<file path="src/rtl/core/state_observer_feedback_step_macros.svh">
// ----------------------------------------------------------------------------
// State observer feedback step: assertion macros
// Shared concurrent assertion forms for the observer RTL.
// ----------------------------------------------------------------------------
`ifndef STATE_OBSERVER_FEEDBACK_STEP_MACROS_SVH
`define STATE_OBSERVER_FEEDBACK_STEP_MACROS_SVH

// Same-cycle implication, disabled during reset
`define SOFS_ASSERT_NOW(label, clk, rst, ante, cons) \
  label: assert property (@(posedge clk) disable iff (rst) (ante) |-> (cons)) \
    else $error("%m: same-cycle check failed");

// Next-cycle implication, disabled during reset
`define SOFS_ASSERT_NEXT(label, clk, rst, ante, cons) \
  label: assert property (@(posedge clk) disable iff (rst) (ante) |=> (cons)) \
    else $error("%m: next-cycle check failed");

`endif

</file>
<file path="src/rtl/core/sofs_pkg.sv">
// ----------------------------------------------------------------------------
// sofs_pkg
// Types, coefficient tables and constant helpers for the observer step.
// ----------------------------------------------------------------------------
package sofs_pkg;

  localparam int MAX_ORDER = 8;
  localparam int IDX_MAX_W = 3;
  localparam int DATA_W    = 32;
  localparam int PROD_W    = 64;

  // Coefficient ROM layout, rows always eight wide
  localparam int ADDR_W    = 7;
  localparam int ROM_DEPTH = 104;
  localparam int A_BASE    = 0;
  localparam int B_BASE    = 64;
  localparam int C_BASE    = 72;
  localparam int L_BASE    = 80;
  localparam int K_BASE    = 88;
  localparam int X0_BASE   = 96;

  // Pending drive after reset, in tenths
  localparam int DRIVE0_TENTHS = 27;

  // Drain counter width and last count; S_DRAIN waits for the last writeback to land
  localparam int DRAIN_W    = 2;
  localparam int DRAIN_LAST = 2;

  localparam int A_TENTHS [MAX_ORDER][MAX_ORDER] = '{
    '{10, 52, 57, 37, 48, 0, 0, 0},
    '{12, 15, 17, 23, 24, 0, 0, 0},
    '{42, 47, 33, 101, 71, 0, 0, 0},
    '{82, 94, 107, 38, 72, 0, 0, 0},
    '{-103, 123, -473, 840, 940, 0, 0, 0},
    '{0, 0, 0, 0, 0, 0, 0, 0},
    '{0, 0, 0, 0, 0, 0, 0, 0},
    '{0, 0, 0, 0, 0, 0, 0, 0}
  };
  localparam int B_TENTHS  [MAX_ORDER] = '{10, 20, -30, -40, 87, 0, 0, 0};
  localparam int C_TENTHS  [MAX_ORDER] = '{-20, 30, -47, -57, -320, 0, 0, 0};
  localparam int L_TENTHS  [MAX_ORDER] = '{-20, -30, -40, -70, -80, 0, 0, 0};
  localparam int K_TENTHS  [MAX_ORDER] = '{48, 33, 42, 77, 81, 0, 0, 0};
  localparam int X0_TENTHS [MAX_ORDER] = '{10, 29, 38, 47, 56, 0, 0, 0};

  typedef enum logic [1:0] {
    SRC_X,
    SRC_U,
    SRC_ERR
  } src_sel_t;

  typedef enum logic [1:0] {
    DEST_DRIVE,
    DEST_EST,
    DEST_STATE
  } dest_sel_t;

  typedef enum logic [2:0] {
    S_IDLE,
    S_DRIVE,
    S_EST,
    S_ROW,
    S_DRAIN,
    S_OUT
  } seq_state_t;

  typedef struct packed {
    logic                 first;
    logic                 last;
    dest_sel_t            dest;
    logic [IDX_MAX_W-1:0] row;
  } mac_tag_t;

  typedef struct packed {
    logic                 valid;
    src_sel_t             src;
    logic [IDX_MAX_W-1:0] xidx;
    logic [ADDR_W-1:0]    addr;
    mac_tag_t             tag;
  } issue_t;

  typedef struct packed {
    logic idle;
    logic out_load;
  } seq_status_t;

  typedef struct packed {
    logic                     valid;
    dest_sel_t                dest;
    logic [IDX_MAX_W-1:0]     row;
    logic signed [DATA_W-1:0] value;
  } wb_t;

  // Tenths to fixed point, ties away from zero (elaboration only)
  function automatic logic signed [DATA_W-1:0] to_fixed(input int tenths, input int frac);
    longint mag;
    longint q;
    mag = (tenths < 0) ? -longint'(tenths) : longint'(tenths);
    q   = (mag * (longint'(1) << frac) + 5) / 10;
    return (tenths < 0) ? DATA_W'(-q) : DATA_W'(q);
  endfunction

  // Coefficient in tenths at a ROM address
  function automatic int rom_tenths(input int unsigned addr);
    int unsigned ofs;
    int          val;
    val = 0;
    if (addr < B_BASE) begin
      val = A_TENTHS[addr >> 3][addr & 7];
    end else if (addr < C_BASE) begin
      ofs = addr - B_BASE;
      val = B_TENTHS[ofs];
    end else if (addr < L_BASE) begin
      ofs = addr - C_BASE;
      val = C_TENTHS[ofs];
    end else if (addr < K_BASE) begin
      ofs = addr - L_BASE;
      val = L_TENTHS[ofs];
    end else if (addr < X0_BASE) begin
      ofs = addr - K_BASE;
      val = K_TENTHS[ofs];
    end else if (addr < ROM_DEPTH) begin
      ofs = addr - X0_BASE;
      val = X0_TENTHS[ofs];
    end
    return val;
  endfunction

endpackage

</file>
<file path="src/rtl/core/sofs_coef_rom.sv">
// ----------------------------------------------------------------------------
// sofs_coef_rom
// Fixed-point coefficient ROM with registered read data.
// ----------------------------------------------------------------------------
module sofs_coef_rom #(
  parameter int FRAC_BITS = 16
) (
  input  logic                                    clk,
  input  logic [sofs_pkg::ADDR_W-1:0]             addr,
  output logic signed [sofs_pkg::DATA_W-1:0]      data
);

  logic signed [sofs_pkg::DATA_W-1:0] coef_tab [sofs_pkg::ROM_DEPTH];

  for (genvar g = 0; g < sofs_pkg::ROM_DEPTH; g++) begin : g_coef
    assign coef_tab[g] = sofs_pkg::to_fixed(sofs_pkg::rom_tenths(g), FRAC_BITS);
  end

  always_ff @(posedge clk) begin
    data <= coef_tab[addr];
  end

endmodule

</file>
<file path="config.mk">
export PLATFORM = sky130hd
export DESIGN_NAME = sofs_coef_rom
export DESIGN_NICKNAME = d
export VERILOG_FILES = /design/src/rtl/core/state_observer_feedback_step_macros.svh /design/src/rtl/core/sofs_pkg.sv /design/src/rtl/core/sofs_coef_rom.sv
export SDC_FILE = /design/constraint.sdc
export NUM_CORES = 1
export LEC_CHECK = 0
export BUFFER_PORTS_ARGS = -buffer_cell sky130_fd_sc_hd__buf_2
export CORE_ASPECT_RATIO = 0.5
export CORE_MARGIN = 1.5
export CORE_UTILIZATION = 39
export DETAILED_ROUTE_END_ITERATION = 10
export PLACE_DENSITY = 0.58
export SYNTH_ARGS = -nofsm -noshare
export SYNTH_HDL_FRONTEND = slang
export SYNTH_SLANG_ARGS = --single-unit
</file>
<file path="constraint.sdc">
create_clock -name clk -period 1.79 [get_ports clk]
set_input_delay 0.0895 -clock clk [delete_from_list [all_inputs] [get_ports clk]]
set_output_delay 0.0895 -clock clk [all_outputs]
set_load 0.05 [all_outputs]
</file>
==> impl_metrics.tcl <==
set metrics [dict create \
    max-vdd-ir-drop_mv 0.2476 \
    cts_max_path_buffers 2 \
    worstSetupStartpointType "input pin" \
    place_area_sq_mm 0.001640 \
    fmax_ghz 0.7128 \
    syn_inst 204 \
    routed-wl-met3_um 507 \
    largest_register_ffs 15 \
    rsz0062_at_grt "no" \
    yosysMostFrequentCell "nand2_1" \
    fin_total_pwr_mw 1.191 \
    hpwl_mm 3.469 \
    whs_ns 0.2361 \
    pre_cts_ws_ns 0.1850 \
    worstPathCellList "buf_2 > inv_1 > ha_1 > and2_1 > o311a_1 > a22oi_1 > nand3_1" \
    async_flop_share_pct 0 \
    post-route-period-util_pct 78.37 \
    area_growth_pct 10.20 \
    post_cts_buffers 0 \
    layout-drive-gt1-share_pct 26.34 \
    gp_congestion 0.9635 \
    post_drt_wl_per_cell_um 16.87 \
    min_period_ns 1.403 \
    worstPathArrival_ns 1.52 \
    ant_nets 0 \
    p_per_area_mw_per_mm2 704.8 \
    wl_met2_mm 1.771 \
    cts-buffers-inserted 3 \
    h-tree-depth 1 \
    clkSinkCount 15 \
    antenna_found_initial 0 \
    final_cells 275 \
    critPathMaxStageDelay_ns 0.37 \
    syn-num-nets 219 \
    worst_ep_required_time_ns 1.91 \
    worst_pin_slew_ns 0.5441 \
    cp_slowest_cell "o311a_1" \
    grt_pass1_vias 1281 \
    setup_viol 0 \
    cts_hold_buffers 0 \
    status "completed" \
    synth_top_area_share_pct 19.59 \
    crit_fanout 6 \
    cts_root_buffer "clkbuf_8" \
    grt-ovfl-total 0 \
    initial_core_util_pct 42.76 \
    final_area_sq_mm 0.001689 \
    largestRegisters "data (15)" \
    finalMaxSlewViolations 0 \
    synth_area_leaders "dfxtp_1 (20%), buf_4 (8.8%), ha_1 (5.7%)" \
    die_x_um 91.66 \
    regMostFlops "data" \
    dp_cells 271 \
    slew-limit-headroom_pct 63.73 \
    diodes 0 \
    synth_area_sq_mm 0.001533 \
    postSynthRegisterBits 15 \
    ios 40 \
    worstHoldPathType "in2reg" \
    synth_edf_count 0 \
    route.vias.total 1641 \
    cts_resized 0 \
    finalSetupTns_ns 0 \
    drt_iter0_drc 238 \
    coreArea_sq_mm 0.003585 \
    worstSetupEndpointType "register" \
    leakage_nw 0.7797 \
    grt_start_max_net_pins 30 \
    cap_violations 0 \
    routed_wl_mm 4.638 \
    port-buffer-count 39 \
    seq_area_frac_synth_pct 19.59 \
    final_nets 240 \
    finish.utilization_pct 47.12 \
    die_y_um 47.33 \
    synth_flop_cell "dfxtp_1" \
    clkTransAtPathRegs_ns 0.06 \
    hold_violations 0 \
    top_layer "met4" \
    critPathKind "in2reg" \
    syn_avg_cell_area_sq_um 7.513 \
    track_usage_pct 22.16 \
    met1_length_mm 2.344 \
    layout_setup_ws_ns 0.3871 \
    tritoncts "done" \
    row_count 15 \
    synth_commonest_cells "nand2_1 (20), buf_4 (18), dfxtp_1 (15), o21ai_0 (14), buf_2 (13)" \
    ys_warn_count 0 \
    drcViolationCount 0 \
    grt_pass1_wl_mm 7.189 \
    die-area_sq_mm 0.004338 \
    dr.pass1.iters 5 \
    synth_top_area_cell "dfxtp_1" \
    ys_types 47 \
    via_per_inst 5.967 \
]
==> logic make-up (layout without fill, tap and decap cells) <==
kind of cell	Yosys count	count (layout)	share of synthesized area, %
muxes	9	9	5.959
adders and majority gates	7	7	5.714
DFF	15	15	19.59
xor gates and xnor gates	1	1	0.5715
buffers and inverters	43	63	17.47
AOI/OAI and AO/OA	65	65	28.82
and+or+nand+nor	64	64	21.88
==> power by group <==
part,total (mW),switching [mW],internal [mW],leakage (nW)
registers,0.374,0.0106,0.364,0.125
logic,0.546,0.404,0.142,0.633
clock network,0.271,0.115,0.156,0.0217
total,1.19,0.529,0.661,0.780
==> routing by layer <==
metal / vias to the layer above / track usage, %
met4: 0 / 3.125
li1: 766 / -
met3: 2 / 2.751
met5: - / 0
met2: 125 / 32.39
met1: 748 / 34.85
==> worst paths after layout <==
path                  startpoint  cells past startpoint  endpoint  slack [ns]
worst max-delay path     addr[0]                      7  data[13]        0.39
worst min-delay path     addr[6]                      2  data[18]        0.24
==> placed cells by master, fill, tap and decap left out, types with 2 or more instances in the layout <==
cell type | Yosys | routed
a211oi_1 | 2 | 2
a21oi_1 | 9 | 9
a22oi_1 | 3 | 3
a31oi_1 | 5 | 5
a32oi_1 | 2 | 2
and2_1 | 2 | 2
buf_2 | 13 | 39
buf_4 | 18 | 11
clkbuf_8 | 0 | 3
dfxtp_1 | 15 | 15
ha_1 | 7 | 7
inv_1 | 7 | 7
mux2i_1 | 8 | 8
nand2_1 | 20 | 20
nand2b_1 | 5 | 5
nand3_1 | 8 | 8
nand4_1 | 2 | 2
nor2_1 | 10 | 10
nor2b_1 | 6 | 6
nor3_1 | 3 | 3
nor3b_1 | 3 | 3
o2111ai_1 | 3 | 3
o211ai_1 | 9 | 9
o21ai_0 | 14 | 14
o22ai_1 | 3 | 3
o31ai_1 | 3 | 3
==> critical path: cells and delay by family <==
| family | cells | cell delay, ns |
|---|---|---|
| buffers and inverters | 2 | 0.25 |
| adders and majority gates | 1 | 0.29 |
| AOI/OAI and AO/OA | 2 | 0.55 |
| and+or+nand+nor | 2 | 0.34 |
==> cell type report <==
cell class	instances	area (sq um)
Sequential cell	15	300.3
Tap cell	51	63.81
Clock buffer	3	41.29
Inverter	9	33.78
Clock inverter	1	7.507
Timing Repair Buffer	50	277.8
Fill cell	379	1896
Multi-Input combinational cell	146	964.7
No activity file was read; power rests on OpenSTA's default activity.
