File: src/rtl/core/state_observer_feedback_step_macros.svh
// ----------------------------------------------------------------------------
// State observer feedback step: assertion macros
// Shared concurrent assertion forms for the observer RTL.
// ----------------------------------------------------------------------------
`ifndef STATE_OBSERVER_FEEDBACK_STEP_MACROS_SVH
`define STATE_OBSERVER_FEEDBACK_STEP_MACROS_SVH

// Same-cycle implication, disabled during reset
`define SOFS_ASSERT_NOW(label, clk, rst, ante, cons) \
  label: assert property (@(posedge clk) disable iff (rst) (ante) |-> (cons)) \
    else $error("%m: same-cycle check failed");

// Next-cycle implication, disabled during reset
`define SOFS_ASSERT_NEXT(label, clk, rst, ante, cons) \
  label: assert property (@(posedge clk) disable iff (rst) (ante) |=> (cons)) \
    else $error("%m: next-cycle check failed");

`endif

File: src/rtl/core/sofs_pkg.sv
// ----------------------------------------------------------------------------
// sofs_pkg
// Types, coefficient tables and constant helpers for the observer step.
// ----------------------------------------------------------------------------
package sofs_pkg;

  localparam int MAX_ORDER = 8;
  localparam int IDX_MAX_W = 3;
  localparam int DATA_W    = 32;
  localparam int PROD_W    = 64;

  // Coefficient ROM layout, rows always eight wide
  localparam int ADDR_W    = 7;
  localparam int ROM_DEPTH = 104;
  localparam int A_BASE    = 0;
  localparam int B_BASE    = 64;
  localparam int C_BASE    = 72;
  localparam int L_BASE    = 80;
  localparam int K_BASE    = 88;
  localparam int X0_BASE   = 96;

  // Pending drive after reset, in tenths
  localparam int DRIVE0_TENTHS = 27;

  // Drain counter width and last count; S_DRAIN waits for the last writeback to land
  localparam int DRAIN_W    = 2;
  localparam int DRAIN_LAST = 2;

  localparam int A_TENTHS [MAX_ORDER][MAX_ORDER] = '{
    '{10, 52, 57, 37, 48, 0, 0, 0},
    '{12, 15, 17, 23, 24, 0, 0, 0},
    '{42, 47, 33, 101, 71, 0, 0, 0},
    '{82, 94, 107, 38, 72, 0, 0, 0},
    '{-103, 123, -473, 840, 940, 0, 0, 0},
    '{0, 0, 0, 0, 0, 0, 0, 0},
    '{0, 0, 0, 0, 0, 0, 0, 0},
    '{0, 0, 0, 0, 0, 0, 0, 0}
  };
  localparam int B_TENTHS  [MAX_ORDER] = '{10, 20, -30, -40, 87, 0, 0, 0};
  localparam int C_TENTHS  [MAX_ORDER] = '{-20, 30, -47, -57, -320, 0, 0, 0};
  localparam int L_TENTHS  [MAX_ORDER] = '{-20, -30, -40, -70, -80, 0, 0, 0};
  localparam int K_TENTHS  [MAX_ORDER] = '{48, 33, 42, 77, 81, 0, 0, 0};
  localparam int X0_TENTHS [MAX_ORDER] = '{10, 29, 38, 47, 56, 0, 0, 0};

  typedef enum logic [1:0] {
    SRC_X,
    SRC_U,
    SRC_ERR
  } src_sel_t;

  typedef enum logic [1:0] {
    DEST_DRIVE,
    DEST_EST,
    DEST_STATE
  } dest_sel_t;

  typedef enum logic [2:0] {
    S_IDLE,
    S_DRIVE,
    S_EST,
    S_ROW,
    S_DRAIN,
    S_OUT
  } seq_state_t;

  typedef struct packed {
    logic                 first;
    logic                 last;
    dest_sel_t            dest;
    logic [IDX_MAX_W-1:0] row;
  } mac_tag_t;

  typedef struct packed {
    logic                 valid;
    src_sel_t             src;
    logic [IDX_MAX_W-1:0] xidx;
    logic [ADDR_W-1:0]    addr;
    mac_tag_t             tag;
  } issue_t;

  typedef struct packed {
    logic idle;
    logic out_load;
  } seq_status_t;

  typedef struct packed {
    logic                     valid;
    dest_sel_t                dest;
    logic [IDX_MAX_W-1:0]     row;
    logic signed [DATA_W-1:0] value;
  } wb_t;

  // Tenths to fixed point, ties away from zero (elaboration only)
  function automatic logic signed [DATA_W-1:0] to_fixed(input int tenths, input int frac);
    longint mag;
    longint q;
    mag = (tenths < 0) ? -longint'(tenths) : longint'(tenths);
    q   = (mag * (longint'(1) << frac) + 5) / 10;
    return (tenths < 0) ? DATA_W'(-q) : DATA_W'(q);
  endfunction

  // Coefficient in tenths at a ROM address
  function automatic int rom_tenths(input int unsigned addr);
    int unsigned ofs;
    int          val;
    val = 0;
    if (addr < B_BASE) begin
      val = A_TENTHS[addr >> 3][addr & 7];
    end else if (addr < C_BASE) begin
      ofs = addr - B_BASE;
      val = B_TENTHS[ofs];
    end else if (addr < L_BASE) begin
      ofs = addr - C_BASE;
      val = C_TENTHS[ofs];
    end else if (addr < K_BASE) begin
      ofs = addr - L_BASE;
      val = L_TENTHS[ofs];
    end else if (addr < X0_BASE) begin
      ofs = addr - K_BASE;
      val = K_TENTHS[ofs];
    end else if (addr < ROM_DEPTH) begin
      ofs = addr - X0_BASE;
      val = X0_TENTHS[ofs];
    end
    return val;
  endfunction

endpackage

File: src/rtl/core/sofs_mac.sv
// ----------------------------------------------------------------------------
// sofs_mac
// Shared multiply, round and accumulate unit with a saturated 32-bit writeback.
// ----------------------------------------------------------------------------
module sofs_mac #(
  parameter int FRAC_BITS = 16
) (
  input  logic                               clk,
  input  logic                               rst,
  input  logic                               op_valid,
  input  sofs_pkg::mac_tag_t                 op_tag,
  input  logic signed [sofs_pkg::DATA_W-1:0] op_a,
  input  logic signed [sofs_pkg::DATA_W-1:0] op_b,
  output sofs_pkg::wb_t                      wb
);

  localparam logic signed [sofs_pkg::PROD_W-1:0] ROUND_BIAS =
    sofs_pkg::PROD_W'(64'sd1 <<< (FRAC_BITS - 1));
  localparam logic signed [sofs_pkg::PROD_W-1:0] SAT_MAX =
    sofs_pkg::PROD_W'(64'sd2147483647);
  localparam logic signed [sofs_pkg::PROD_W-1:0] SAT_MIN =
    sofs_pkg::PROD_W'(-64'sd2147483648);

  logic signed [sofs_pkg::PROD_W-1:0] prod;
  logic                               prod_valid;
  sofs_pkg::mac_tag_t                 prod_tag;
  logic signed [sofs_pkg::PROD_W-1:0] acc;
  logic signed [sofs_pkg::PROD_W-1:0] rnd;
  logic signed [sofs_pkg::PROD_W-1:0] acc_next;
  logic signed [sofs_pkg::DATA_W-1:0] sat_val;

  always_ff @(posedge clk) begin
    prod     <= op_a * op_b;
    prod_tag <= op_tag;
  end

  always_ff @(posedge clk) begin
    if (rst) begin
      prod_valid <= 1'b0;
    end else begin
      prod_valid <= op_valid;
    end
  end

  // Round to FRAC_BITS (floor after bias), then add into the running sum
  always_comb begin
    rnd      = (prod + ROUND_BIAS) >>> FRAC_BITS;
    acc_next = (prod_tag.first ? '0 : acc) + rnd;
    if (acc_next > SAT_MAX) begin
      sat_val = SAT_MAX[sofs_pkg::DATA_W-1:0];
    end else if (acc_next < SAT_MIN) begin
      sat_val = SAT_MIN[sofs_pkg::DATA_W-1:0];
    end else begin
      sat_val = acc_next[sofs_pkg::DATA_W-1:0];
    end
  end

  always_ff @(posedge clk) begin
    if (prod_valid) begin
      acc <= acc_next;
    end
    wb.dest  <= prod_tag.dest;
    wb.row   <= prod_tag.row;
    wb.value <= sat_val;
    if (rst) begin
      wb.valid <= 1'b0;
    end else begin
      wb.valid <= prod_valid && prod_tag.last;
    end
  end

endmodule

File: config.mk
export PLATFORM = sky130hd
export DESIGN_NAME = sofs_mac
export DESIGN_NICKNAME = d
export VERILOG_FILES = /design/src/rtl/core/state_observer_feedback_step_macros.svh /design/src/rtl/core/sofs_pkg.sv /design/src/rtl/core/sofs_mac.sv
export SDC_FILE = /design/constraint.sdc
export NUM_CORES = 2
export LEC_CHECK = 0
export CAP_MARGIN = 20
export CELL_PAD_IN_SITES_DETAIL_PLACEMENT = 0
export CELL_PAD_IN_SITES_GLOBAL_PLACEMENT = 1
export CORE_MARGIN = 8
export CORE_UTILIZATION = 40
export DETAILED_ROUTE_END_ITERATION = 12
export DONT_BUFFER_PORTS = 1
export GPL_TIMING_DRIVEN = 1
export PLACE_DENSITY = 0.77
export SYNTH_ARGS = -nofsm -noshare
export SYNTH_HDL_FRONTEND = slang
export SYNTH_SLANG_ARGS = --single-unit
File: constraint.sdc
create_clock -name clk -period 16.3 [get_ports clk]
set_input_delay 4.075 -clock clk [delete_from_list [all_inputs] [get_ports clk]]
set_output_delay 4.075 -clock clk [all_outputs]
set_load 0.01 [all_outputs]
==> out/results.txt <==
The flow ran to the end, and the final reports show no timing, DRC or antenna violations. The total number of clock tree sinks is 159, and the async set or reset register ratio after synthesis is 0. The kind of start point of the critical path is an input pin.

After the first detailed-routing iteration, the DRC count stood at 1700. After clock tree synthesis, the clock-pin slew on the worst setup and hold paths is 0.06 ns. Based on the critical path, the design can be clocked at up to 85.9 MHz. Across the run, the number of max-cap violations was 0.

The area share of the leading cell type in the synthesized netlist came out at 0.483. In this run the critical register-to-register path is captured at wb[25]$_SDFF_PN1_. The logs give 6143 for the synthesized net count and 114 mm for the routed wire length.

For the count of final hold-check violations, the log shows 0. The run gives 188 mm as the global-route wire length before repair. The setup path with the least slack is of type in2reg. The clock reaches the later pin of the worst-skew pair after 0.45 ns. In the routed design, unresolved DRC markers number 0.

Die width: 351 um. In this run the core area contains 123 standard-cell rows. Counting every instance in the synthesized netlist gives 4743. The wire-length estimate of the detail-placed layout is 93.3 mm. Summed over all failing endpoints, the final setup total negative slack is 0 ns. The area growth from synthesis to layout is 3.35%. In the synthesized netlist the dominant register cell turns out to be dfxtp_1. Counting cells, the worst reg-to-reg path comes to 23. After synthesis the cells add up to 0.0449 mm^2. The endpoint kind of the worst setup timing path is a flop.

The portion of the clock cycle consumed by the worst path in the final layout is 0.714, and the area of the placeable core is 0.112 mm^2. CTS placed an instance of clkbuf_16 at the clock tree root. Once detail routing completed, the nets flagged for antenna violations numbered 0.

The synthesized design contains 64 enable-type register cells. For the number of nets in the layout, the log shows 5940. For the number of inserted filler cells in the final layout, the log shows 10995. The most critical setup path has its startpoint at op_a[31]. The worst-margin pin slew was 1.13 ns; the average footprint of a synthesized cell was 9.46 um^2. The share of post-route cells with drive strength above 1 was 0.0191; the initial cell density of the core was 0.401.

During synthesis, Yosys emitted a total of 0 warnings. The logs give 0.192 for the global-route usage over all layers and 0.892 for the routability congestion estimate. The number of different library cells used by synthesis comes to 94. Total of buffers placed on input and output ports: 0. The largest total area in the synthesized netlist belongs to fa_1. After global routing the overflow that remains totals 0.

The number of cells upsized or downsized after cts is 0, and the minimum period implied by the final worst setup slack is 11.65 ns. The tools report the number of global-route vias before repair as 33947. For the largest clock skew in the final design, the log shows 0.0102 ns. Worst hold path class: reg2reg. In this run the worst path has a maximum fanout of 32. For the post-CTS setup repair buffer count, the log shows 0. Counting along the longest clock path gives a buffer depth of 2.

Worst-case headroom to the max-slew limit: 0.243. The worst register-to-register path begins at prod[17]$_DFF_P_. Entering global routing, the biggest net connects 66 pins. The floorplan step defined a die boundary enclosing 0.123 mm^2. The startpoint of the lowest-slack hold path is prod_tag[1]$_DFF_P_.

Across all layers, the routed design uses 30586 vias. Setup violations remaining at the end of the flow were counted as 0. The vertical die dimension was 351 um; the count of hold buffers inserted by post-cts repair was 0. The H-tree generated during clock tree synthesis spans 4 levels. Dividing the detail-routed wire length by the instance count gives 18.9 um. After detailed routing, the number of vias per cell comes to 5.05. STA puts the critical path data arrival time at 11.98 ns.

TritonCTS built the clock tree. Setup repair after global routing left no endpoint under its margin. The part of the Yosys area used for sequential elements came out at 0.0852. The tools report the number of buffers created by CTS as 17. For the final count of pins violating max slew, the log shows 0. The run gives 16.63 ns as the required time of the worst setup path.

Dominant cell by count in the synthesized netlist: fa_1. Following the worst setup path forward leads to its endpoint at prod[60]$_DFF_P_. For flop-to-flop paths, the worst setup slack is 9.27 ns.

Sorting the synthesized cells by area gives the leading types as fa_1 (48%), inv_1 (8.3%), and2_1 (7.3%), ha_1 (6.8%), nand2_1 (4.8%). The run gives 7 as the detailed-routing iteration count for the pre-antenna-repair pass. Number of antenna violations at the first check in global routing: 4.

Pin placement for this block handled 112 I/O pins. Register bit count reported by yosys: 159. The commonest cells after synthesis are fa_1 (1082), inv_1 (991), nand2_1 (577), and2_1 (526), ha_1 (244).
placed cells by master, fill, tap and decap left out, types with 9 or more instances in the layout:
master,n
a31oi_1,9
o21a_1,12
xor2_1,52
nor3_1,29
fa_1,1082
edfxtp_1,64
nand3_1,42
dfxtp_1,93
o21ai_0,59
a211oi_1,14
ha_1,244
a21oi_1,104
o21ai_1,11
nor2_1,108
nand2_1,577
nor4_1,10
clkbuf_16,17
inv_1,991
nand2b_1,25
o21bai_1,19
nand4_1,33
xnor2_1,106
and3_1,26
and2_1,526
nor2b_1,74
a21o_1,81
stage by stage:
stage | cells | hold WS (ns) | util | worst slack (ns) | area [um^2]
3_5_place_dp | 6021 | 0.312 | 0.410 | 4.10 | 45800
5_1_grt | 6053 | 0.334 | 0.415 | 4.21 | 46400
4_1_cts | 6053 | 0.328 | 0.415 | 4.60 | 46400
3_3_place_gp | 6021 | 0.310 | 0.410 | 4.14 | 45800
2_1_floorplan | 4743 | 0.310 | - | 4.79 | 44900
6_report | 6056 | 0.328 | 0.415 | 4.65 | 46400
kinds of logic (layout without fill, tap and decap cells):
| group | count (synthesis) | after routing | synth area share |
|---|---|---|---|
| buffers and inverters | 1221 | 1031 | 0.104 |
| flip-flops | 159 | 159 | 0.0852 |
| AND/OR/NAND/NOR | 1500 | 1500 | 0.172 |
| other | 0 | 3 | 0 |
| XOR/XNOR | 162 | 162 | 0.0323 |
| adder cells (fa/ha/maj) | 1326 | 1326 | 0.551 |
| AO/OA/AOI/OAI | 373 | 373 | 0.0553 |
| multiplexers | 2 | 2 | 0.000446 |
routing by layer:
| layer | GRT usage | vias up | routed length [um] |
|---|---|---|---|
| met5 | 0 | - | 0 |
| met2 | 0.328 | 716 | 56000 |
| met1 | 0.261 | 16020 | 50400 |
| met4 | 0.0386 | 0 | 1980 |
| li1 | - | 13728 | - |
| met3 | 0.0252 | 122 | 5930 |
cell type report:
| cell class | instances | area, um^2 | share of cell area |
|---|---|---|---|
| diodes | 3 | 7.51 | 0.000162 |
| repair buffers | 6 | 45.0 | 0.000971 |
| well taps | 1500 | 1880 | 0.0405 |
| multi-input cells | 3363 | 36400 | 0.784 |
| clock inverters | 12 | 97.6 | 0.00210 |
| clock buffers | 20 | 437 | 0.00941 |
| inverters | 993 | 3730 | 0.0804 |
| flip-flops and latches | 159 | 3830 | 0.0825 |
flip-flops by register name, summed over array words and instances, names as in the netlist:
register and count:
acc 64, prod_tag 7, wb 38, prod_valid 1
prod 49
worst min path at each step:
stage                                 to  slack (ns)  cells past startpoint
after floorplan           wb[32]$_DFF_P_        0.31                      0
after global placement    wb[36]$_DFF_P_        0.31                      0
after detailed placement  wb[33]$_DFF_P_        0.31                      0
after CTS                 wb[33]$_DFF_P_        0.33                      0
after global routing      wb[33]$_DFF_P_        0.33                      0
final                     wb[33]$_DFF_P_        0.33                      0
worst max-delay path: stages:
cell and delay (ns):
nand2_1 0.14, inv_1 0.08, fa_1 0.54, inv_1 0.13, fa_1 0.59, fa_1 0.58, inv_1 0.07, fa_1 0.88
inv_1 0.39, fa_1 0.58, inv_1 0.06, fa_1 0.53, inv_1 0.05, fa_1 0.47, inv_1 0.05, fa_1 0.45
ha_1 0.28, inv_1 0.17, nor2_1 0.09, nor2_1 0.13, nand2_1 0.06, o311ai_0 0.51, a21oi_1 0.25, a21o_1 0.26
a21oi_1 0.26, o21bai_1 0.13, xor2_1 0.15
Power is not shown: default switching activity piles up to over one toggle a cycle in this logic, so the estimate is an artifact.
