File: config.mk
export PLATFORM = sky130hd
export DESIGN_NAME = sofs_seq
export DESIGN_NICKNAME = d
export VERILOG_FILES = /design/src/rtl/core/state_observer_feedback_step_macros.svh /design/src/rtl/core/sofs_pkg.sv /design/src/rtl/core/sofs_seq.sv
export SDC_FILE = /design/constraint.sdc
export NUM_CORES = 1
export LEC_CHECK = 0
export BUFFER_PORTS_ARGS = -buffer_cell sky130_fd_sc_hd__buf_2
export CORE_ASPECT_RATIO = 1.75
export CORE_MARGIN = 2
export CORE_UTILIZATION = 45
export CTS_CLUSTER_DIAMETER = 120
export DETAILED_ROUTE_END_ITERATION = 10
export HOLD_SLACK_MARGIN = 0.12
export MAX_ROUTING_LAYER = met4
export PLACE_DENSITY = 0.69
export RECOVER_POWER = 25
export SLEW_MARGIN = 40
export SYNTH_ARGS = -nofsm -noshare
export SYNTH_HDL_FRONTEND = slang
export SYNTH_SLANG_ARGS = --single-unit
File: constraint.sdc
create_clock -name clk -period 2.5 [get_ports clk]
set_clock_uncertainty 0.05 [all_clocks]
set_input_delay 0.5 -clock clk [delete_from_list [all_inputs] [get_ports clk]]
set_output_delay 0.5 -clock clk [all_outputs]
set_load 0.02 [all_outputs]
File: src/rtl/core/state_observer_feedback_step_macros.svh
// ----------------------------------------------------------------------------
// State observer feedback step: assertion macros
// Shared concurrent assertion forms for the observer RTL.
// ----------------------------------------------------------------------------
`ifndef STATE_OBSERVER_FEEDBACK_STEP_MACROS_SVH
`define STATE_OBSERVER_FEEDBACK_STEP_MACROS_SVH

// Same-cycle implication, disabled during reset
`define SOFS_ASSERT_NOW(label, clk, rst, ante, cons) \
  label: assert property (@(posedge clk) disable iff (rst) (ante) |-> (cons)) \
    else $error("%m: same-cycle check failed");

// Next-cycle implication, disabled during reset
`define SOFS_ASSERT_NEXT(label, clk, rst, ante, cons) \
  label: assert property (@(posedge clk) disable iff (rst) (ante) |=> (cons)) \
    else $error("%m: next-cycle check failed");

`endif

File: src/rtl/core/sofs_pkg.sv
// ----------------------------------------------------------------------------
// sofs_pkg
// Types, coefficient tables and constant helpers for the observer step.
// ----------------------------------------------------------------------------
package sofs_pkg;

  localparam int MAX_ORDER = 8;
  localparam int IDX_MAX_W = 3;
  localparam int DATA_W    = 32;
  localparam int PROD_W    = 64;

  // Coefficient ROM layout, rows always eight wide
  localparam int ADDR_W    = 7;
  localparam int ROM_DEPTH = 104;
  localparam int A_BASE    = 0;
  localparam int B_BASE    = 64;
  localparam int C_BASE    = 72;
  localparam int L_BASE    = 80;
  localparam int K_BASE    = 88;
  localparam int X0_BASE   = 96;

  // Pending drive after reset, in tenths
  localparam int DRIVE0_TENTHS = 27;

  // Drain counter width and last count; S_DRAIN waits for the last writeback to land
  localparam int DRAIN_W    = 2;
  localparam int DRAIN_LAST = 2;

  localparam int A_TENTHS [MAX_ORDER][MAX_ORDER] = '{
    '{10, 52, 57, 37, 48, 0, 0, 0},
    '{12, 15, 17, 23, 24, 0, 0, 0},
    '{42, 47, 33, 101, 71, 0, 0, 0},
    '{82, 94, 107, 38, 72, 0, 0, 0},
    '{-103, 123, -473, 840, 940, 0, 0, 0},
    '{0, 0, 0, 0, 0, 0, 0, 0},
    '{0, 0, 0, 0, 0, 0, 0, 0},
    '{0, 0, 0, 0, 0, 0, 0, 0}
  };
  localparam int B_TENTHS  [MAX_ORDER] = '{10, 20, -30, -40, 87, 0, 0, 0};
  localparam int C_TENTHS  [MAX_ORDER] = '{-20, 30, -47, -57, -320, 0, 0, 0};
  localparam int L_TENTHS  [MAX_ORDER] = '{-20, -30, -40, -70, -80, 0, 0, 0};
  localparam int K_TENTHS  [MAX_ORDER] = '{48, 33, 42, 77, 81, 0, 0, 0};
  localparam int X0_TENTHS [MAX_ORDER] = '{10, 29, 38, 47, 56, 0, 0, 0};

  typedef enum logic [1:0] {
    SRC_X,
    SRC_U,
    SRC_ERR
  } src_sel_t;

  typedef enum logic [1:0] {
    DEST_DRIVE,
    DEST_EST,
    DEST_STATE
  } dest_sel_t;

  typedef enum logic [2:0] {
    S_IDLE,
    S_DRIVE,
    S_EST,
    S_ROW,
    S_DRAIN,
    S_OUT
  } seq_state_t;

  typedef struct packed {
    logic                 first;
    logic                 last;
    dest_sel_t            dest;
    logic [IDX_MAX_W-1:0] row;
  } mac_tag_t;

  typedef struct packed {
    logic                 valid;
    src_sel_t             src;
    logic [IDX_MAX_W-1:0] xidx;
    logic [ADDR_W-1:0]    addr;
    mac_tag_t             tag;
  } issue_t;

  typedef struct packed {
    logic idle;
    logic out_load;
  } seq_status_t;

  typedef struct packed {
    logic                     valid;
    dest_sel_t                dest;
    logic [IDX_MAX_W-1:0]     row;
    logic signed [DATA_W-1:0] value;
  } wb_t;

  // Tenths to fixed point, ties away from zero (elaboration only)
  function automatic logic signed [DATA_W-1:0] to_fixed(input int tenths, input int frac);
    longint mag;
    longint q;
    mag = (tenths < 0) ? -longint'(tenths) : longint'(tenths);
    q   = (mag * (longint'(1) << frac) + 5) / 10;
    return (tenths < 0) ? DATA_W'(-q) : DATA_W'(q);
  endfunction

  // Coefficient in tenths at a ROM address
  function automatic int rom_tenths(input int unsigned addr);
    int unsigned ofs;
    int          val;
    val = 0;
    if (addr < B_BASE) begin
      val = A_TENTHS[addr >> 3][addr & 7];
    end else if (addr < C_BASE) begin
      ofs = addr - B_BASE;
      val = B_TENTHS[ofs];
    end else if (addr < L_BASE) begin
      ofs = addr - C_BASE;
      val = C_TENTHS[ofs];
    end else if (addr < K_BASE) begin
      ofs = addr - L_BASE;
      val = L_TENTHS[ofs];
    end else if (addr < X0_BASE) begin
      ofs = addr - K_BASE;
      val = K_TENTHS[ofs];
    end else if (addr < ROM_DEPTH) begin
      ofs = addr - X0_BASE;
      val = X0_TENTHS[ofs];
    end
    return val;
  endfunction

endpackage

File: src/rtl/core/sofs_seq.sv
// ----------------------------------------------------------------------------
// sofs_seq
// Sequencer: issues drive, estimate and state-row MAC ops one per cycle.
// ----------------------------------------------------------------------------
module sofs_seq #(
  parameter int ORDER_USED = 5
) (
  input  logic                  clk,
  input  logic                  rst,
  input  logic                  start,
  input  logic                  out_free,
  output sofs_pkg::issue_t      issue,
  output sofs_pkg::seq_status_t status
);

  localparam int IDX_W  = (ORDER_USED > 1) ? $clog2(ORDER_USED) : 1;
  localparam int TERM_W = $clog2(ORDER_USED + 2);

  sofs_pkg::seq_state_t          state;
  sofs_pkg::seq_state_t          state_next;
  logic [TERM_W-1:0]             term;
  logic [IDX_W-1:0]              row;
  logic [sofs_pkg::DRAIN_W-1:0]  drain;
  logic [TERM_W-1:0]             col;
  logic [sofs_pkg::IDX_MAX_W-1:0] col3;
  logic [sofs_pkg::IDX_MAX_W-1:0] row3;
  logic                          term_last;
  logic                          row_last;

  always_comb begin
    col  = term - TERM_W'(2);
    col3 = sofs_pkg::IDX_MAX_W'(col);
    row3 = sofs_pkg::IDX_MAX_W'(row);
    row_last = (row == IDX_W'(ORDER_USED - 1));
  end

  // Next state
  always_comb begin
    state_next = state;
    unique case (state)
      sofs_pkg::S_IDLE:  if (start) state_next = sofs_pkg::S_DRIVE;
      sofs_pkg::S_DRIVE: if (term_last) state_next = sofs_pkg::S_EST;
      sofs_pkg::S_EST:   if (term_last) state_next = sofs_pkg::S_ROW;
      sofs_pkg::S_ROW:   if (term_last && row_last) state_next = sofs_pkg::S_DRAIN;
      sofs_pkg::S_DRAIN: begin
        if (drain == sofs_pkg::DRAIN_W'(sofs_pkg::DRAIN_LAST)) begin
          state_next = sofs_pkg::S_OUT;
        end
      end
      sofs_pkg::S_OUT:   if (out_free) state_next = sofs_pkg::S_IDLE;
      default:           state_next = sofs_pkg::S_IDLE;
    endcase
  end

  // Outputs
  always_comb begin
    issue           = '0;
    issue.src       = sofs_pkg::SRC_X;
    issue.tag.dest  = sofs_pkg::DEST_DRIVE;
    term_last       = 1'b0;
    status.idle     = 1'b0;
    status.out_load = 1'b0;
    unique case (state)
      sofs_pkg::S_IDLE: begin
        status.idle = 1'b1;
      end
      sofs_pkg::S_DRIVE, sofs_pkg::S_EST: begin
        term_last       = (term == TERM_W'(ORDER_USED - 1));
        issue.valid     = 1'b1;
        issue.src       = sofs_pkg::SRC_X;
        issue.xidx      = sofs_pkg::IDX_MAX_W'(term);
        issue.tag.first = (term == '0);
        issue.tag.last  = term_last;
        if (state == sofs_pkg::S_DRIVE) begin
          issue.addr     = sofs_pkg::ADDR_W'(sofs_pkg::K_BASE) + sofs_pkg::ADDR_W'(term);
          issue.tag.dest = sofs_pkg::DEST_DRIVE;
        end else begin
          issue.addr     = sofs_pkg::ADDR_W'(sofs_pkg::C_BASE) + sofs_pkg::ADDR_W'(term);
          issue.tag.dest = sofs_pkg::DEST_EST;
        end
      end
      sofs_pkg::S_ROW: begin
        // term 0: B*u, term 1: L*err, then A row against x
        term_last       = (term == TERM_W'(ORDER_USED + 1));
        issue.valid     = 1'b1;
        issue.tag.first = (term == '0);
        issue.tag.last  = term_last;
        issue.tag.dest  = sofs_pkg::DEST_STATE;
        issue.tag.row   = row3;
        if (term == TERM_W'(0)) begin
          issue.src  = sofs_pkg::SRC_U;
          issue.addr = sofs_pkg::ADDR_W'(sofs_pkg::B_BASE) + sofs_pkg::ADDR_W'(row);
        end else if (term == TERM_W'(1)) begin
          issue.src  = sofs_pkg::SRC_ERR;
          issue.addr = sofs_pkg::ADDR_W'(sofs_pkg::L_BASE) + sofs_pkg::ADDR_W'(row);
        end else begin
          issue.src  = sofs_pkg::SRC_X;
          issue.xidx = col3;
          issue.addr = sofs_pkg::ADDR_W'(sofs_pkg::A_BASE) + sofs_pkg::ADDR_W'({row3, col3});
        end
      end
      sofs_pkg::S_DRAIN: begin
      end
      sofs_pkg::S_OUT: begin
        status.out_load = out_free;
      end
      default: begin
      end
    endcase
  end

  always_ff @(posedge clk) begin
    if (rst) begin
      state <= sofs_pkg::S_IDLE;
      term  <= '0;
      row   <= '0;
      drain <= '0;
    end else begin
      state <= state_next;
      case (state)
        sofs_pkg::S_IDLE: begin
          term  <= '0;
          row   <= '0;
          drain <= '0;
        end
        sofs_pkg::S_DRIVE, sofs_pkg::S_EST: begin
          term <= term_last ? '0 : term + TERM_W'(1);
        end
        sofs_pkg::S_ROW: begin
          if (term_last) begin
            term <= '0;
            row  <= row + IDX_W'(1);
          end else begin
            term <= term + TERM_W'(1);
          end
        end
        sofs_pkg::S_DRAIN: begin
          drain <= drain + sofs_pkg::DRAIN_W'(1);
        end
        default: begin
        end
      endcase
    end
  end

endmodule

==> results.md <==
* Status: finished, final reports clean
* CP arrival at 1.84 ns
* Fmax at 418 MHz
* Initial Utilization at 46.7%
* VDD IR max at 0.000311 V
* R2R Setup Slk at 0.45 ns
* Pwr dens at 381 nW/um2
* Post-detail-place hpwl at 2130 um
* Port Buffer Count at 25
* Slew headroom at 64.3%
* Top Metal Used: met4
* Later-pin clock latency in the skew report at 0.24 ns
* Buffer depth of the longest clock path at 2
* Fill cells at 229
* I/O pins at 26
* R2r worst-path depth at 4
* FP Rows at 23
* Final worst setup slack at 0.105 ns
* Largest net degree at the start of global routing at 17
* Critical Path Start: term[0]
* WL met3 at 98 um
* CTS root buf: clkbuf_8
* Synthesized instance count at 136
* Initial antenna violation count at 0
* Die Wd at 40.7 um
* Post-route clock period utilization at 95.8%
* Multiplexer share of the synthesized area at 4.95%
* Core outline area at 2270 um2
* Syn_area_per_cell at 7.80 um2
* Worst path required time at 1.95 ns
* CP Class: reg2out
* Syn. warnings at 0
* Hold Worst Slack at 0.406 ns
* Crit start category: flip-flop
* Pleak at 0.558 nW
* P_sw at 0.141 mW
* Avg Vias per Cell at 5.89
* Combinational share of power at 18.9%
* Clock-pin slew on the worst setup and hold paths at 0.06 ns
* DR pass1 iterations at 4
* Worst R2R End: row[2]
* Sequential-to-total area share from yosys stat at 20.8%
* Setup crit end kind: output port
* Reg power frac at 40.1%
* Unrepaired setup endpoints after global routing: false
* Clock Sinks at 11
* Ys flop type: dfxtp_1
* Ant diodes at 0
* Hold Path Depth at 2
* Clock share of power at 41.0%
* XOR/XNOR share of the synthesized area at 1.65%
* Commonest non-fill, non-tap cell in the layout: buf_2
* Number of synthesized register bits at 11
* CTS Buf Count at 3
* Layout cells sized above 1 at 25.2%
* Power Internal at 0.324 mW
* First-pass GRT wire length at 4400 um
* Sw frac at 30.3%
* Sum Neg Setup Slack at 0 ns
* Synth Area in Adders at 8.25%
* Vertical die dimension at 68.2 um
* H-tree depth at 1
* Tot GR Track Use at 23.6%
* Area delta synth->final at 14.9%
* Worst Setup EP: issue[5]
* First DRT Iteration DRCs at 36
* Slew @ Worst Pin at 0.535 ns
* Reg2reg start: state[0]
* Final min period at 2.39 ns
* Number of synthesized flops with an enable pin at 0
* Total die area at 2780 um2
* Drt drc at 0
* Commonest cells after routing, fill and taps aside: buf_2, a21oi_1, dfxtp_1, nand2_1, inv_1
* Main combinational cell family by area after synthesis: simple AND/OR/NAND/NOR gates
* GP Congestion at 0.856
* Post-synth cell types at 50
* Drt total wl at 2810 um
* Vias in the first global route at 963
* WL/cell at 15.3 um
* Hold Vio Cnt, Final at 0
* Met1 wire length at 1170 um
* HP Class: reg2reg
* Synth Area in Compound Gates at 24.3%
* Max Slew Vio Count at 0
* Async SR Flop Fraction at 0%
* Final setup violation count at 0
* Synthesized area at 1060 um2
* Met2 WL at 1490 um
* ANT nets after route at 0
* Vias at 1,083
* Dpl ws at 0.286 ns
* Max_cap viols at 0
* CTS tree: built
* Overflow after GRT at 0
* Crit Path Max Fanout at 11
* Nets at 171
* Post-synthesis simple-gate area fraction at 30.3%
* Net Count, Synth at 147
## cells in the mapped netlist, types with 2 or more instances
master      n  area share (%)
nand4_1     2             1.2
a31oi_1     3             1.8
buf_2       4             1.9
clkbuf_1    3             1.1
nand2b_1    4             2.4
nor4_1      2             1.2
mux2_2      2             2.1
o21ai_0     5             2.4
a211oi_1    3             2.1
dfxtp_1    11              21
a21o_1      2             1.4
a21oi_1    10             4.7
inv_1       8             2.8
buf_4       3             2.1
nor2_1      7             2.5
nor2b_1     4             2.4
or3_1       3             1.8
nor3_1      5             2.4
ha_1        7             8.3
and2_1      3             1.8
and3_1      2             1.2
nand2_1    10             3.5
nand3b_1    2             1.4
o2111ai_1   3             2.5
mux2i_1     3             2.8
## through the flow
step	instance area [um2]	power [mW]	utilization (%)	instances
2_1_floorplan	1060	0.254	-	136
3_3_place_gp	1190	0.278	52.4	180
3_5_place_dp	1190	0.279	52.4	180
4_1_cts	1240	0.468	54.5	184
5_1_grt	1220	0.489	53.6	184
6_report	1220	0.465	53.6	184
## repair_timing
item	4_1_cts	5_1_grt
hold buffers	0	0
setup buffers	0	0
endpoints found under the setup margin	0	5
gates resized for setup	0	1
## power groups by stage
stage          registers [mW]  clock network, mW  logic (mW)
6_report                0.186              0.191      0.0880
5_1_grt                 0.187              0.205      0.0970
4_1_cts                 0.186              0.192      0.0897
3_5_place_dp            0.190                  0      0.0891
3_3_place_gp            0.190                  0      0.0878
2_1_floorplan           0.185                  0      0.0690
## layer usage
layer	global-route usage, %	up-vias
met3	1.95	4
met5	-	-
li1	-	541
met2	41.7	29
met4	11.3	0
met1	24.8	509
## kinds of logic (layout without fill, tap and decap cells)
logic type | Yosys count | after routing
AO/OA/AOI/OAI | 38 | 38
XOR/XNOR | 2 | 2
adder cells (fa/ha/maj) | 7 | 7
buffers and inverters | 21 | 44
flip-flops | 11 | 11
multiplexers | 5 | 5
AND/OR/NAND/NOR | 52 | 52
## critical path, cell delays in order, from the launching register on
cell      delay, ns
dfxtp_1        0.35
inv_1          0.13
ha_2           0.32
mux2i_1        0.10
a211oi_1       0.37
and2_1         0.17
buf_2          0.15
## cell type report
type / count / area (um2) / share of cell area, %
sequential: 11 / 220 / 18.1
clock inverter: 1 / 5.00 / 0.411
inverter: 9 / 33.8 / 2.77
tap: 25 / 31.3 / 2.57
timing repair buffer: 31 / 166 / 13.7
multi-input combinational: 104 / 721 / 59.1
clock buffer: 3 / 41.3 / 3.39
## worst min path at each step
stage	end	start
2_1_floorplan	drain[1]	drain[1]
3_3_place_gp	drain[1]	drain[1]
3_5_place_dp	drain[1]	drain[1]
4_1_cts	drain[1]	drain[1]
5_1_grt	drain[1]	drain[1]
6_report	drain[1]	drain[1]
## flip-flops by register name, summed over array words and instances (netlist names)
| signal | cells |
|---|---|
| state | 3 |
| row | 3 |
| term | 3 |
| drain | 2 |
Power figures use the tool's default switching activity.
